--- src/design/sorted_transmit_job_queue_assert.svh ---
// Assertion macros for the sorted transmit job queue.
// Each macro expects clk and arst_n in the scope where it is used.
`ifndef SORTED_TRANSMIT_JOB_QUEUE_ASSERT_SVH
`define SORTED_TRANSMIT_JOB_QUEUE_ASSERT_SVH
`ifndef ASSERT_OFF
`define STJQ_ASSERT_IMP(label, ante, cons, msg) \
	label: assert property (@(posedge clk) disable iff (!arst_n) (ante) |-> (cons)) \
		else $error(msg);
`define STJQ_ASSERT_NXT(label, ante, cons, msg) \
	label: assert property (@(posedge clk) disable iff (!arst_n) (ante) |=> (cons)) \
		else $error(msg);
`else
`define STJQ_ASSERT_IMP(label, ante, cons, msg)
`define STJQ_ASSERT_NXT(label, ante, cons, msg)
`endif
`endif

--- src/design/stjq_pkg.sv ---
// Types and codes shared by the sorted transmit job queue.
// No dependencies.
package stjq_pkg;

	localparam int unsigned IN_DATA_W  = 152;
	localparam int unsigned OUT_DATA_W = 160;
	localparam int unsigned OCC_W      = 5;

	typedef enum logic [1:0] {
		CMD_ENQUEUE = 2'd0,
		CMD_DEQUEUE = 2'd1,
		CMD_PEEK    = 2'd2,
		CMD_CLEAR   = 2'd3
	} cmd_t;

	typedef enum logic [1:0] {
		STATUS_DONE  = 2'd0,
		STATUS_FULL  = 2'd1,
		STATUS_EMPTY = 2'd2
	} status_t;

	typedef struct packed {
		logic [31:0] tx_counter;
		logic [7:0]  length;
		logic [7:0]  coderate;
		logic [31:0] datarate;
		logic [7:0]  bandwidth;
		logic [31:0] frequency;
		logic [31:0] release_time;
	} job_t;

	typedef struct packed {
		logic insert;
		logic remove;
	} cell_ctrl_t;

endpackage

--- src/design/stjq_cell.sv ---
// One slot of the sorted job chain: holds a job and shifts it to a neighbor.
// Depends on stjq_pkg.
module stjq_cell import stjq_pkg::*; #(
	parameter int unsigned INDEX = 0,
	parameter int unsigned CNT_W = 5
) (
	input  logic             clk,
	input  cell_ctrl_t       ctrl,
	input  job_t             new_job,
	input  logic [CNT_W-1:0] count,
	input  job_t             left_job,
	input  logic             left_place,
	input  job_t             right_job,
	output job_t             job_q,
	output logic             place
);

	logic occupied;

	// A slot at or after the insertion point holds a later job or is free.
	assign occupied = count > CNT_W'(INDEX);
	assign place    = !occupied || (job_q.release_time > new_job.release_time);

	always_ff @(posedge clk) begin
		if (ctrl.insert) begin
			if (left_place) begin
				job_q <= left_job;
			end else if (place) begin
				job_q <= new_job;
			end
		end else if (ctrl.remove) begin
			job_q <= right_job;
		end
	end

endmodule

--- config.mk ---
export PLATFORM = sky130hd
export DESIGN_NAME = stjq_cell
export DESIGN_NICKNAME = d
export VERILOG_FILES = /design/src/design/sorted_transmit_job_queue_assert.svh /design/src/design/stjq_pkg.sv /design/src/design/stjq_cell.sv
export SDC_FILE = /design/constraint.sdc
export NUM_CORES = 1
export LEC_CHECK = 0
export ABC_AREA = 1
export BUFFER_PORTS_ARGS = -buffer_cell sky130_fd_sc_hd__buf_4
export CORE_AREA = 4 4 239 241
export CTS_CLUSTER_SIZE = 25
export DETAILED_ROUTE_END_ITERATION = 10
export DIE_AREA = 0 0 243 245
export PLACE_DENSITY = 0.46
export SYNTH_ARGS = -nofsm -noshare
export SYNTH_HDL_FRONTEND = slang
export SYNTH_SLANG_ARGS = --single-unit
export TNS_END_PERCENT = 1
--- constraint.sdc ---
create_clock -name clk -period 8.1 [get_ports clk]
set_input_delay 0.405 -clock clk [delete_from_list [all_inputs] [get_ports clk]]
set_output_delay 0.405 -clock clk [all_outputs]
set_load 0.03 [all_outputs]
Word-level counts from Yosys, hierarchy flattened
Index checks and enable logic that the tools add are counted.
Widths: inputs -> output; s select.
{"block": "word_totals", "register_bits": 152, "latchBits": 0, "ramBits": 0, "mem_bits_ro": 0, "out_inout_bits": 153, "elab_cells": 18, "memories": 0}
{"block": "op_classes", "addsub": 0, "multipliers": 0, "n_div": 0, "n_lt_le_gt_ge": 2, "eq_ne": 1, "shift": 0, "n_mux": 4, "n_bitwise": 0, "reduce_logical": 4}
{"operator": "$mux 152", "n": 4}
{"operator": "$gt 32x32->1", "n": 1}
{"operator": "$gt 5x1->1 const B", "n": 1}
{"operator": "$ne 3x1->1 const B", "n": 1}
{"operator": "$reduce_and 2->1", "n": 1}
{"operator": "$reduce_bool 2->1", "n": 1}
{"operator": "$logic_not 1->1", "n": 1}
{"operator": "$logic_or 1x1->1", "n": 1}

Depth between registers and ports, before layout
{"block": "depth", "word_depth": 6, "depth_mapped": 17}

Worst setup path before layout
Ideal clock, no wire load.
{"block": "synth_path", "path_kind": "reg-to-reg", "from": "register job_q[15] (netlist name)", "to": "register job_q[0] (netlist name) (enable)", "t_arrival_ns": 4.440, "required_time_ns": 7.595, "path_slack_ns": 3.155, "path_stages_with_launch": 14, "path_buffers": 0, "path_cell_list": "edfxtp_1 > ha_1 > nand2_1 > inv_1 > nand3_1 > nor2_1 > nand2_1 > nand2_1 > nand2_1 > nand2_1 > nand2_1 > nand3_1 > nand2_1 > inv_1"}
{"block": "synth_via", "elab_chain_cells": 4}
{"element": "start, declared", "line": "stjq_cell.sv:14", "source": "output job_t job_q,"}
{"element": "start signal, assigned", "line": "stjq_cell.sv:27", "source": "job_q <= left_job;"}
{"element": "start signal, assigned", "line": "stjq_cell.sv:29", "source": "job_q <= new_job;"}
{"element": "start signal, assigned", "line": "stjq_cell.sv:32", "source": "job_q <= right_job;"}
{"element": "$gt 32x32->1", "line": "stjq_cell.sv:22", "source": "assign place = !occupied || (job_q.release_time > new_job.release_time);"}
{"element": "$logic_or 1x1->1", "line": "stjq_cell.sv:22"}
{"element": "$ne 3x1->1 (no source line)"}
{"element": "$reduce_and 2->1 (no source line)"}
No other way between the ends.
A chain may end at the register's enable or synchronous reset.

Worst setup path after layout
{"block": "layout_path", "from": "register job_q[7] (netlist name)", "to": "register job_q[33] (netlist name) (enable)"}
The elaborated chain is that of the path after synthesis.

==> results.yml <==
clocking:
  max-clock-path-buffers: 2
  cts_tree: "yes"
  hold_buffers: 0
  cts_made_buffers: 17
  clk_pin_slew_ns: 0.07
  cts-htree-levels: 4
  clock_latency_ns: 0.48
  ctsResizeCount: 0
  root_buffer: "clkbuf_16"
  clock_sinks: 152
  postCtsSetupRepairBufs: 0
final_layout:
  regMostFlops: "job_q"
  drive_above_1_share_pct: 41.9
  layout_commonest_cell: "buf_4"
  finalNonFillerCells: 2278
  syn_to_final_growth_pct: 68.1
  layout_common_cells: "buf_4, o21ai_0, nand2_1"
  nets: 2057
  reg.largest.list: "job_q (152)"
  largest_register_ff_count: 152
synthesis:
  netlist_area_um2: 8500
  ys_warn_count: 0
  ys_seq_area_share_pct: 53.7
  yosys.cell_types.count: 22
  syn_area_per_cell_um2: 8.66
  syn_inst: 982
  synth_nets: 1479
  ys_ff_latch: 152
routing:
  drc_errors: 0
  drt_iter0_markers: 383
  drt_first_pass_iters: 5
  wl_um: 42600
  via_per_inst: 4.13
  ant_nets: 0
  routedWlPerCell_um: 18.7
  via_count: 9398
worst_setup_path:
  start_kind: "register"
  crit_path_start: "job_q[7]"
  arrival_ns: 3.60
  r2r_slack_ns: 4.60
  path_class: "register to register"
  worstPathRequired_ns: 8.20
  rr_endpoint: "job_q[33]"
  r2r_cells: 14
  cp_max_fo: 94
  rr_startpoint: "job_q[7]"
  endpoint: "job_q[33]"
  worst_setup_path_end_kind: "register"
die:
  initial_utilization_pct: 15.5
  dieArea_um2: 59500
  coreArea_um2: 54900
  num_rows: 86
  dieWidth_um: 243
  ios: 618
  die_y_um: 245
timing:
  relSlewSlack_pct: 32.5
  skew_ns: 0.0132
  tightestPinTransition_ns: 1.01
  hold_viol_final: 0
  setup_viol: 0
  final.setup.tns_ns: 0
  grt_setup_unrepaired: "no"
  holdWs_ns: 0.197
  slew_violations: 0
  fmax_mhz: 286
  fin_crit_sh_pct: 43.2
  layout_min_cycle_time_ns: 3.50
outcome:
  outcome: "completed"
power_and_ir_drop:
  p_leak_nw: 6.47
  vdd_ir_drop_max_mv: 0.164
  power.density_nw_per_um2: 181
placed_design:
  place.gp.congestion: 0.872
  io_buffers: 617
  dpl.cell_count: 2245
  dpl.hpwl_um: 33600
run:
  cap_violations: 0
grt:
  grt_max_degree: 101
  grt_pass1_vias: 9747
  grt_pass1_wl_um: 60900
  antenna_found_initial: 3
  grt_usage_pct: 13.8
  grt-ovfl-total: 0
min_path:
  hold_path_class: "input pin to register"
through the flow:
step | power (mW) | worst slack [ns] | cell area [um2] | util, %
after floorplan | 1.40 | 3.16 | 8500 | -
after global placement | 1.82 | 4.13 | 13700 | 25.0
after detailed placement | 1.82 | 4.12 | 13700 | 25.0
after CTS | 2.65 | 4.22 | 14300 | 26.0
after global routing | 2.73 | 4.14 | 14300 | 26.0
final | 2.59 | 4.60 | 14300 | 26.0
power breakdown:
group / internal [mW] / leakage (nW) / switching, mW
clock: 0.429 / 0.270 / 0.374
combinational: 0.317 / 4.67 / 0.453
sequential: 0.983 / 1.54 / 0.0317
total: 1.73 / 6.47 / 0.859
worst max-delay path: stages, from the launching register on:
cell,delay [ns]
edfxtp_1,0.41
ha_1,0.31
nand2_1,0.14
nor2_1,0.28
nand2_1,0.09
nand2_1,0.07
nand2_1,0.05
nand2_1,0.06
nand2_1,0.04
nand2_1,0.05
nand2_1,0.06
nand3_1,0.07
nand2_1,0.10
inv_6,0.54
buf_4,0.78
area by class of cell:
class / instances / area (um2)
multi-input combinational: 719 / 3400
tap: 704 / 881
fill: 5991 / 40600
clock buffer: 17 / 425
timing repair buffer: 625 / 4690
sequential: 152 / 4560
inverter: 45 / 184
antenna: 1 / 2.50
clock inverter: 15 / 144
logic make-up after synthesis:
family                   after synthesis  share of synthesized area [%]
AND/OR/NAND/NOR                      367                           16.4
AO/OA/AOI/OAI                        320                           18.9
flip-flops                           152                           53.7
buffers and inverters                111                           6.33
adder cells (fa/ha/maj)               32                           4.71
layer usage:
metal | global-route usage, % | vias up | share of wire [%]
met5 | 0 | - | 0.031
met4 | 5.67 | 2 | 3.0
met3 | 5.67 | 57 | 9.1
met2 | 24.0 | 475 | 49
met1 | 14.9 | 4332 | 38
li1 | - | 4532 | -
cell usage after synthesis, drive strengths merged:
master / n / area share [%]
inv: 45 / 2.0
ha: 32 / 4.7
nand3: 4 / 0.24
o21ai: 306 / 18
a21oi: 12 / 0.71
nor2: 166 / 7.3
edfxtp: 152 / 54
o21a: 1 / 0.088
nand2: 193 / 8.5
nand4: 2 / 0.15
or2: 1 / 0.074
buf: 29 / 2.7
nor3: 1 / 0.059
clkbuf: 37 / 1.6
a21o: 1 / 0.088
worst min path at each step:
stage	to	start	slack, ns	depth (start not counted)
6_report	job_q[50]	right_job[50]	0.20	3
5_1_grt	job_q[52]	right_job[52]	0.17	3
4_1_cts	job_q[50]	right_job[50]	0.14	3
3_5_place_dp	job_q[50]	right_job[50]	0.69	3
3_3_place_gp	job_q[3]	right_job[3]	0.69	3
2_1_floorplan	job_q[0]	right_job[0]	0.60	2
Note: power is estimated with default switching activity, not from simulation.
